`src/rtl/c2p_pkg.sv`:
```
// shared types, constants and the arctangent table for the cartesian to polar converter
`default_nettype none

package c2p_pkg;

    localparam int COORD_WIDTH     = 16;
    localparam int ANGLE_FRAC_BITS = 8;
    localparam int CORDIC_STAGES   = 16;

    // datapath: magnitudes shifted up by the guard bits, plus room for cordic growth and sign
    localparam int GUARD_BITS = 60 - COORD_WIDTH;
    localparam int DP_W       = COORD_WIDTH + GUARD_BITS + 2;
    localparam int Z_W        = 28;
    localparam int ANG_Q_FRAC = 20;
    localparam int ANG_Q_W    = 29;
    localparam int STAGE_W    = 5;
    localparam int XR_W       = DP_W - 1 - (GUARD_BITS - 8);
    localparam int P_W        = XR_W + 17;
    localparam int ANGLE_W    = 9 + ANGLE_FRAC_BITS;
    localparam int DROP       = ANG_Q_FRAC - ANGLE_FRAC_BITS;

    localparam logic [ANG_Q_W-1:0] DEG90  = ANG_Q_W'(90 * (1 << ANG_Q_FRAC));
    localparam logic [ANG_Q_W-1:0] DEG180 = ANG_Q_W'(180 * (1 << ANG_Q_FRAC));
    localparam logic [ANG_Q_W-1:0] DEG270 = ANG_Q_W'(270 * (1 << ANG_Q_FRAC));
    localparam logic [ANG_Q_W-1:0] DEG360 = ANG_Q_W'(360 * (1 << ANG_Q_FRAC));
    localparam logic [ANGLE_W:0]   ANGLE_FULL = (ANGLE_W + 1)'(360) << ANGLE_FRAC_BITS;

    // 1/gain in q32, split into two 16-bit halves for the partial products
    localparam logic [31:0] INV_GAIN_Q32 = 32'd2608131496;
    localparam logic [15:0] INV_GAIN_HI  = INV_GAIN_Q32[31:16];
    localparam logic [15:0] INV_GAIN_LO  = INV_GAIN_Q32[15:0];

    typedef enum logic [2:0] {
        POS_ORIGIN = 3'd0,
        POS_Q1     = 3'd1,
        POS_Q2     = 3'd2,
        POS_Q3     = 3'd3,
        POS_Q4     = 3'd4,
        POS_YAXIS  = 3'd5,
        POS_XAXIS  = 3'd6
    } t_pos;

    typedef struct packed {
        t_pos                   pos;
        logic                   neg;
        logic [COORD_WIDTH-1:0] mag;
    } t_side;

    typedef struct packed {
        logic signed [DP_W-1:0] cx;
        logic signed [DP_W-1:0] cy;
        logic signed [Z_W-1:0]  z;
        t_side                  side;
    } t_cell;

    // atan(2^-i) in degrees, q20
    function automatic logic signed [Z_W-1:0] atan_q20(input logic [STAGE_W-1:0] idx);
        logic signed [Z_W-1:0] v;
        case (idx)
            5'd0:    v = 28'sd47185920;
            5'd1:    v = 28'sd27855475;
            5'd2:    v = 28'sd14718068;
            5'd3:    v = 28'sd7471121;
            5'd4:    v = 28'sd3750058;
            5'd5:    v = 28'sd1876857;
            5'd6:    v = 28'sd938658;
            5'd7:    v = 28'sd469357;
            5'd8:    v = 28'sd234682;
            5'd9:    v = 28'sd117342;
            5'd10:   v = 28'sd58671;
            5'd11:   v = 28'sd29335;
            5'd12:   v = 28'sd14668;
            5'd13:   v = 28'sd7334;
            5'd14:   v = 28'sd3667;
            5'd15:   v = 28'sd1833;
            5'd16:   v = 28'sd917;
            5'd17:   v = 28'sd458;
            5'd18:   v = 28'sd229;
            5'd19:   v = 28'sd115;
            5'd20:   v = 28'sd57;
            5'd21:   v = 28'sd29;
            5'd22:   v = 28'sd14;
            5'd23:   v = 28'sd7;
            5'd24:   v = 28'sd4;
            5'd25:   v = 28'sd2;
            5'd26:   v = 28'sd1;
            default: v = 28'sd0;
        endcase
        return v;
    endfunction

endpackage

`default_nettype wire

```
`src/rtl/c2p_post.sv`:
```
// gain compensation, quadrant mapping, rounding and the output register
`default_nettype none

module c2p_post (
    input  wire logic                              i_clk,
    input  wire logic                              i_rst_n,
    input  wire logic                              i_valid,
    output logic                                   o_ready,
    input  wire c2p_pkg::t_cell                    i_data,
    output logic                                   o_valid,
    input  wire logic                              i_ready,
    output logic [c2p_pkg::COORD_WIDTH-1:0]        o_radius,
    output logic [c2p_pkg::ANGLE_W-1:0]            o_angle_deg,
    output logic [2:0]                             o_position
);

    // first stage: partial products and the q20 angle
    logic                                  r_s1_valid;
    logic [c2p_pkg::XR_W+15:0]             r_p_hi;
    logic [c2p_pkg::XR_W-1:0]              r_p_lo;
    logic [c2p_pkg::ANG_Q_W-1:0]           r_angq;
    c2p_pkg::t_side                        r_side;

    logic                                  r_o_valid;
    logic [c2p_pkg::COORD_WIDTH-1:0]       r_radius;
    logic [c2p_pkg::ANGLE_W-1:0]           r_angle;
    logic [2:0]                            r_pos;

    logic                                  s1_ready;
    logic                                  s2_ready;
    logic [c2p_pkg::Z_W-2:0]               zu;
    logic [c2p_pkg::ANG_Q_W-1:0]           zc;
    logic [c2p_pkg::XR_W-1:0]              xr;
    logic [c2p_pkg::XR_W+15:0]             n_p_hi;
    logic [c2p_pkg::XR_W+15:0]             lo_full;
    logic [c2p_pkg::ANG_Q_W-1:0]           n_angq;

    logic [c2p_pkg::P_W-1:0]               p_sum;
    logic [c2p_pkg::P_W-1:0]               p_rnd;
    logic [c2p_pkg::ANG_Q_W:0]             ang_rnd;
    logic [c2p_pkg::ANGLE_W:0]             ang_a;
    logic [c2p_pkg::ANGLE_W:0]             ang_w;
    logic [c2p_pkg::COORD_WIDTH-1:0]       n_radius;

    assign s2_ready = !r_o_valid || i_ready;
    assign s1_ready = !r_s1_valid || s2_ready;
    assign o_ready  = s1_ready;

    // clamp the accumulated angle to the first quadrant
    assign zu = i_data.z[c2p_pkg::Z_W-2:0];
    always_comb begin
        if (i_data.z[c2p_pkg::Z_W-1]) begin
            zc = '0;
        end else if (c2p_pkg::ANG_Q_W'(zu) > c2p_pkg::DEG90) begin
            zc = c2p_pkg::DEG90;
        end else begin
            zc = c2p_pkg::ANG_Q_W'(zu);
        end
    end

    // negative x clamps to zero, then keep 8 guard bits
    assign xr = i_data.cx[c2p_pkg::DP_W-1] ? '0
              : i_data.cx[c2p_pkg::DP_W-2:c2p_pkg::GUARD_BITS-8];
    assign n_p_hi  = xr * c2p_pkg::INV_GAIN_HI;
    assign lo_full = xr * c2p_pkg::INV_GAIN_LO;

    always_comb begin
        case (i_data.side.pos)
            c2p_pkg::POS_Q1:    n_angq = zc;
            c2p_pkg::POS_Q2:    n_angq = c2p_pkg::DEG180 - zc;
            c2p_pkg::POS_Q3:    n_angq = c2p_pkg::DEG180 + zc;
            c2p_pkg::POS_Q4:    n_angq = c2p_pkg::DEG360 - zc;
            c2p_pkg::POS_YAXIS: n_angq = i_data.side.neg ? c2p_pkg::DEG270 : c2p_pkg::DEG90;
            c2p_pkg::POS_XAXIS: n_angq = i_data.side.neg ? c2p_pkg::DEG180 : '0;
            default:            n_angq = '0;
        endcase
    end

    // radius rounding half up from 24 fraction bits
    assign p_sum = c2p_pkg::P_W'(r_p_hi) + c2p_pkg::P_W'(r_p_lo);
    assign p_rnd = p_sum + (c2p_pkg::P_W'(1) << 23);

    always_comb begin
        case (r_side.pos)
            c2p_pkg::POS_Q1,
            c2p_pkg::POS_Q2,
            c2p_pkg::POS_Q3,
            c2p_pkg::POS_Q4: n_radius = p_rnd[c2p_pkg::COORD_WIDTH+23:24];
            default:         n_radius = r_side.mag;
        endcase
    end

    // angle rounding half up, a full turn wraps to zero
    assign ang_rnd = {1'b0, r_angq} + ((c2p_pkg::ANG_Q_W + 1)'(1) << (c2p_pkg::DROP - 1));
    assign ang_a   = ang_rnd[c2p_pkg::ANG_Q_W:c2p_pkg::DROP];
    assign ang_w   = (ang_a >= c2p_pkg::ANGLE_FULL) ? ang_a - c2p_pkg::ANGLE_FULL : ang_a;

    always_ff @(posedge i_clk) begin
        if (!i_rst_n) begin
            r_s1_valid <= 1'b0;
            r_o_valid  <= 1'b0;
        end else begin
            if (s1_ready) begin
                r_s1_valid <= i_valid;
            end
            if (s2_ready) begin
                r_o_valid <= r_s1_valid;
            end
        end
        if (i_valid && s1_ready) begin
            r_p_hi <= n_p_hi;
            r_p_lo <= lo_full[c2p_pkg::XR_W+15:16];
            r_angq <= n_angq;
            r_side <= i_data.side;
        end
        if (r_s1_valid && s2_ready) begin
            r_radius <= n_radius;
            r_angle  <= ang_w[c2p_pkg::ANGLE_W-1:0];
            r_pos    <= r_side.pos;
        end
    end

    assign o_valid     = r_o_valid;
    assign o_radius    = r_radius;
    assign o_angle_deg = r_angle;
    assign o_position  = r_pos;

endmodule

`default_nettype wire

```
`config.mk`:
```
export PLATFORM = sky130hd
export DESIGN_NAME = c2p_post
export DESIGN_NICKNAME = d
export VERILOG_FILES = /design/src/rtl/c2p_pkg.sv /design/src/rtl/c2p_post.sv
export SDC_FILE = /design/constraint.sdc
export NUM_CORES = 1
export LEC_CHECK = 0
export BUFFER_PORTS_ARGS = -buffer_cell sky130_fd_sc_hd__buf_4
export CAP_MARGIN = 20
export CORE_AREA = 3 3 210 212
export DETAILED_ROUTE_END_ITERATION = 8
export DIE_AREA = 0 0 213 215
export HOLD_SLACK_MARGIN = 0.06
export PLACE_DENSITY_LB_ADDON = 0.05
export SLEW_MARGIN = 20
export SYNTH_ARGS = -nofsm -noshare
export SYNTH_HDL_FRONTEND = slang
export SYNTH_SLANG_ARGS = --single-unit
export TNS_END_PERCENT = 5
```
`constraint.sdc`:
```
create_clock -name i_clk -period 16.5 [get_ports i_clk]
set_input_delay 3.3 -clock i_clk [delete_from_list [all_inputs] [get_ports i_clk]]
set_output_delay 3.3 -clock i_clk [all_outputs]
set_load 0.05 [all_outputs]
```
==> results of run 1 <==
-- per-layer routing --
metal | vias up | GRT usage [%] | wire length, um
met5 | - | 0 | 0
met4 | 0 | 3.30 | 410
met3 | 25 | 3.27 | 2530
met2 | 306 | 33.1 | 22000
met1 | 6600 | 32.1 | 23300
li1 | 6596 | - | -
-- state kept, by name, summed over array words and instances (netlist names) --
signal / flops
r_p_hi: 38
r_p_lo: 23
r_side: 19
r_angq: 18
o_angle_deg: 17
o_radius: 16
o_position: 3
o_valid: 1
r_s1_valid: 1
-- area by class of cell --
cell class / count / share of cell area (%)
inverters: 328 / 5.85
well taps: 539 / 3.20
clock inverters: 14 / 0.773
repair buffers: 123 / 4.39
flip-flops and latches: 136 / 19.3
multi-input cells: 1405 / 64.5
clock buffers: 17 / 2.02
-- through the flow --
step | util (%) | hold WS, ps | power [mW]
floorplan | - | 427 | 2.42
global placement | 48.5 | 439 | 3.10
detailed placement | 48.5 | 438 | 3.11
CTS | 49.9 | 467 | 3.52
global route | 49.9 | 492 | 3.84
finish | 49.9 | 472 | 3.49
-- cells in the final DEF, fill, tap and decap left out, drive strengths merged, types with 9 or more instances in the layout --
master  synthesis  layout
inv           328     335
ha            264     264
fa            217     217
edfxtp        134     134
buf             9     123
nor2          122     122
xnor2         113     113
nand2          79      79
o21ai          78      78
xor2           65      65
a21oi          63      63
a21o           58      58
nor2b          45      45
nand2b         33      33
and2           30      30
nand3          25      25
nor3           19      19
clkbuf         45      17
o21a           16      16
a31oi          14      14
or3            13      13
a211oi         13      13
a22oi          10      10
nand4          10      10
or2             9       9
-- power by group --
group	switching [mW]	internal, mW	leakage, nW
clock network	0.155	0.226	0.287
logic	1.47	1.02	8.66
registers	0.0353	0.577	1.32
total	1.66	1.82	10.3
-- logic make-up after synthesis --
kind of cell,Yosys count,share of synthesized area (%)
multiplexers,4,0.217
buffers and inverters,382,7.55
AO/OA/AOI/OAI,319,11.2
XOR/XNOR,178,8.18
AND/OR/NAND/NOR,423,11.4
flip-flops,136,21.3
adder cells (fa/ha/maj),481,40.1
-- worst min-delay path by stage --
stage          cells after the start  slack, ps       start       endpoint
2_1_floorplan                      0        430  r_side[18]  o_position[1]
3_3_place_gp                       0        440  r_side[18]  o_position[1]
3_5_place_dp                       0        440  r_side[18]  o_position[1]
4_1_cts                            0        470  r_side[17]  o_position[0]
5_1_grt                            0        490  r_side[18]  o_position[1]
6_report                           0        470  r_side[18]  o_position[1]
==> flow_metrics.env, run 1 <==
export IMPL_synth_area_top_cells="fa_1 23%, edfxtp_1 21%, ha_1 17%"
export IMPL_cp_num_buf_inv=4
export IMPL_nNetsFinal=2668
export IMPL_drtPass1Iterations=5
export IMPL_wl_per_cell_um=18.9
export IMPL_antenna_found_initial=0
export IMPL_synth_edf_count=134
export IMPL_start_kind="primary input"
export IMPL_status="finished, final reports clean"
export IMPL_min_period_over_period_pct=63.7
export IMPL_synth_ff_type="edfxtp_1"
export IMPL_dp_hpwl_um=40900
export IMPL_cp_slowest_cell="nor2b_1"
export IMPL_final_cells=2562
export IMPL_clock_latency_ps=420
export IMPL_period_minus_slack_ps=10520
export IMPL_start_util_pct=45.2
export IMPL_grt_pass1_vias=13500
export IMPL_tns_ps=0
export IMPL_vdd_drop_max_v=0.000111
export IMPL_fill_cells=3920
export IMPL_drive_gt1_share_pct=8.85
export IMPL_path_class="in -> reg"
export IMPL_maxSlewViolCount=0
export IMPL_synthTopCellsByCount="328 x inv_1, 264 x ha_1, 217 x fa_1"
export IMPL_rsz0062_at_grt="false"
export IMPL_register_area_um2=4060
export IMPL_endpoint="r_p_hi[39]"
export IMPL_max_freq_ghz=0.0951
export IMPL_numPortBuffers=115
export IMPL_syn_nets=2580
export IMPL_cts_tree="done"
export IMPL_cp_arrival_ps=10690
export IMPL_power_density_nw_per_um2=166
export IMPL_slew_headroom_pct=30.9
export IMPL_ys_warn_count=0
export IMPL_ant_nets=0
export IMPL_place_area_um2=20400
export IMPL_dpl_worst_slack_ps=5640
export IMPL_netlist_area_um2=19000
export IMPL_gp_congestion=0.929
export IMPL_min_path_type="reg -> reg"
export IMPL_rows=75
export IMPL_path_cells="buf_4 > buf_4 > nor2b_1 > nand2_1 > xnor2_1 > xnor2_1 > fa_1 > fa_1 > fa_1 > inv_1 > fa_1 > inv_1 > ha_1 > and4_1 > nand3_1 > a2111oi_0 > nor3b_1 > o31a_1 > o211ai_1 > a31oi_1 > o21bai_1 > xnor2_1"
export IMPL_synth_cell_types=75
export IMPL_cts_clk_slew_worst_paths_ps=60
export IMPL_wl_um=48300
export IMPL_postLayoutCellArea_um2=21000
export IMPL_n_antenna_cell=0
export IMPL_path_common_cell="fa_1"
export IMPL_cp_end_kind="flop"
export IMPL_r2r_start="r_p_hi[6]"
export IMPL_dp_cells=2531
export IMPL_ys_async_sr_fraction_pct=0
export IMPL_dieArea_um2=45800
export IMPL_r2r_slack_ps=12580
export IMPL_postCtsSetupBuffers=0
export IMPL_cts_repair_resized=0
export IMPL_root_buffer="clkbuf_16"
export IMPL_die_h_um=215
export IMPL_synth_most_common_cell="inv_1"
export IMPL_worst_ep_required_time_ps=16680
export IMPL_synth_top_cell_by_area="fa_1"
export IMPL_clkSinkCount=136
export IMPL_tightest_slew_ps=1030
export IMPL_leakage_nw=10.3
export IMPL_r2r_end="o_radius[15]"
export IMPL_crit_start="i_data[171]"
export IMPL_crit_fanout=61
export IMPL_avgSynthCellArea_um2=9.91
export IMPL_reg2regPathDepth=11
export IMPL_hold_buffers=0
export IMPL_synth_top_area_share_pct=22.8
export IMPL_clk_path_buf_depth=2
export IMPL_grt_max_degree=68
export IMPL_htree_levels=4
export IMPL_drc_errors=0
export IMPL_finalHoldViolCount=0
export IMPL_timing_max_cap_violations=0
export IMPL_gr_total_overflow=0
export IMPL_vias_per_cell=5.28
export IMPL_first_iter_violations=857
export IMPL_num_io_pins=214
export IMPL_synth_seq_cells=136
export IMPL_multiInputGateArea_um2=13600
export IMPL_synth_seq_area_share_pct=21.3
export IMPL_cpPeakStageDelay_ps=810
export IMPL_path_depth=22
export IMPL_design_core_area_um2=42100
export IMPL_final_setup_skew_ps=11.0
export IMPL_synth_cells=1923
export IMPL_cts_buffers=17
export IMPL_critPathTopFamily="adder cells"
export IMPL_vias=13500
export IMPL_fin_ws_ps=5980
export IMPL_grt_util_all_layers_pct=21.3
export IMPL_grt_pass1_wl_um=75400
export IMPL_final_setup_viol_count=0
export IMPL_fp_dieW_um=213
export IMPL_syn2layout_area_growth_pct=10.5
Note: power is estimated with default switching activity, not from simulation.
==> run 2, diff against run 1 <==
- ABC_AREA: not set -> 1
- CORE_AREA: 3 3 210 212 -> 3 3 216 218
- DIE_AREA: 0 0 213 215 -> 0 0 219 221
- clock period: 16.5 -> 10.9 ns (I/O delays scaled with it)
==> flow_metrics.env, run 2 <==
export IMPL_n_antenna_cell=0
export IMPL_p_total_mw=7.18
export IMPL_gr_total_overflow=0
export IMPL_cpPeakStageDelay_ps=580
export IMPL_final_common_cell="inv_1"
export IMPL_drc_errors=0
export IMPL_worst_ep_required_time_ps=11040
export IMPL_cp_arrival_ps=8880
export IMPL_hold_ws_ps=456
export IMPL_leakage_nw=11.6
export IMPL_gp_congestion=0.948
export IMPL_synth_cells=2445
export IMPL_cts_tree="done"
export IMPL_drtPass1Iterations=6
export IMPL_synth_ff_type="edfxtp_1"
export IMPL_cp_end_kind="flop"
export IMPL_cts_clk_slew_worst_paths_ps=60
export IMPL_clkSinkCount=136
export IMPL_path_class="in -> reg"
export IMPL_htree_levels=4
export IMPL_regMostFlops="r_p_hi"
export IMPL_grt_util_all_layers_pct=24.9
export IMPL_grt_pass1_vias=16900
export IMPL_crit_fanout=17
export IMPL_synth_edf_count=134
export IMPL_fp_dieW_um=219
export IMPL_synthTopCellsByCount="498 x inv_1, 401 x nand2_1, 264 x ha_1"
export IMPL_path_common_cell="inv_1"
export IMPL_dp_cells=3154
export IMPL_drive_gt1_share_pct=8.00
export IMPL_dpl_worst_slack_ps=1760
export IMPL_ys_warn_count=0
export IMPL_clk_path_buf_depth=2
export IMPL_min_period_over_period_pct=80.2
export IMPL_whs_path_depth=0
export IMPL_postCtsSetupBuffers=0
export IMPL_fin_ws_ps=2160
export IMPL_ys_async_sr_fraction_pct=0
export IMPL_final_cells=3187
export IMPL_design_core_area_um2=45100
export IMPL_slew_headroom_pct=45.6
export IMPL_cp_slowest_cell="nor2_1"
export IMPL_ant_nets=0
export IMPL_avgSynthCellArea_um2=8.27
export IMPL_power_density_nw_per_um2=319
export IMPL_dp_hpwl_um=52800
export IMPL_synth_seq_cells=136
export IMPL_nNetsFinal=3231
export IMPL_first_iter_violations=823
export IMPL_cts_repair_resized=0
export IMPL_cts_buffers=17
export IMPL_synth_seq_area_share_pct=20.1
export IMPL_vias_per_cell=5.18
export IMPL_rows=78
export IMPL_largestRegisters="r_p_hi: 38 flops, r_p_lo: 23 flops, r_side: 19 flops"
export IMPL_syn2layout_area_growth_pct=11.2
export IMPL_start_kind="primary input"
export IMPL_numPortBuffers=115
export IMPL_post_route_util_pct=49.8
export IMPL_synth_most_common_cell="inv_1"
export IMPL_vdd_drop_max_v=0.000188
export IMPL_status="finished, final reports clean"
export IMPL_wl_per_cell_um=18.7
export IMPL_antenna_found_initial=0
export IMPL_grt_pass1_wl_um=92900
export IMPL_synth_top_area_share_pct=21.5
export IMPL_timing_max_cap_violations=0
export IMPL_place_area_um2=21800
export IMPL_dieArea_um2=48400
export IMPL_tightest_slew_ps=812
export IMPL_die_h_um=221
export IMPL_final_setup_skew_ps=9.29
export IMPL_hold_buffers=0
export IMPL_synth_cell_types=50
export IMPL_max_freq_ghz=0.114
export IMPL_rsz0062_at_grt="false"
export IMPL_syn_nets=3102
export IMPL_start_util_pct=44.8
export IMPL_finalHoldViolCount=0
export IMPL_final_cell_mix="497 x inv_1, 401 x nand2_1, 264 x ha_1"
export IMPL_root_buffer="clkbuf_16"
export IMPL_period_minus_slack_ps=8740
export IMPL_tns_ps=0
export IMPL_maxSlewViolCount=0
export IMPL_reg2regPathDepth=10
export IMPL_largest_reg_flops=38
export IMPL_final_setup_viol_count=0
export IMPL_synth_area_top_cells="fa_1 21%, edfxtp_1 20%, ha_1 16%"
export IMPL_grt_max_degree=62
export IMPL_clock_latency_ps=430
export IMPL_wl_um=59600
export IMPL_synth_top_cell_by_area="fa_1"
export IMPL_num_io_pins=214
export IMPL_vias=16500
export IMPL_min_path_type="reg -> reg"
export IMPL_netlist_area_um2=20200
export IMPL_postLayoutCellArea_um2=22500
[run 2: changes by cell type after synthesis, sizes merged, moves of 40 or more]
cell | previous run | this run
a21o | 58 | 18
a21oi | 63 | 131
clkbuf | 45 | 4
inv | 328 | 519
nand2 | 79 | 404
nand3 | 25 | 118
nor2 | 122 | 272
nor2b | 45 | 0
xnor2 | 113 | 21
[run 2: path summary, 6_finish.rpt]
check                           slack (ps)         from            end
worst min register to register         460   r_side[17]  o_position[0]
worst max-delay path                  2160  i_data[171]     r_p_hi[34]
worst max register to register        8090   r_p_lo[24]    o_radius[3]
worst min-delay path                   460   r_side[17]  o_position[0]
[run 2: final cells by class]
cell class / instances / area (um^2)
tap: 600 / 751
clock inverter: 13 / 171
clock buffer: 19 / 443
timing repair buffer: 121 / 928
sequential: 136 / 4060
multi-input combinational: 1776 / 14100
fill: 4513 / 22600
inverter: 522 / 1960
[run 2: cell families (layout without fill, tap and decap cells)]
group	count (synthesis)	count (layout)	share of synthesized area (%)
simple gates	869	869	18.1
buf+inv	533	675	9.94
fa+ha+maj	481	481	37.8
compound gates	307	307	8.79
flops	136	136	20.1
xor+xnor	119	119	5.19
[run 2: power breakdown]
group	switching, mW	internal [mW]	total [mW]	leakage, nW
logic	3.72	1.88	5.60	9.94
clock network	0.220	0.369	0.589	0.300
registers	0.0680	0.922	0.990	1.32
total	4.01	3.17	7.18	11.6
[run 2: critical path, delay by kind of cell]
kind                     cells  cell delay [ps]
buffers and inverters        7              880
AO/OA/AOI/OAI                4             1110
AND/OR/NAND/NOR              9             1940
adder cells (fa/ha/maj)      6             2730
[run 2: layer usage]
| metal | global-route usage [%] | part of all wire (%) | vias up |
|---|---|---|---|
| met5 | 0 | 0 | - |
| met4 | 5.23 | 1.9 | 0 |
| met3 | 2.53 | 3.6 | 47 |
| met2 | 45.0 | 51 | 366 |
| met1 | 32.1 | 43 | 7980 |
| li1 | - | - | 8104 |
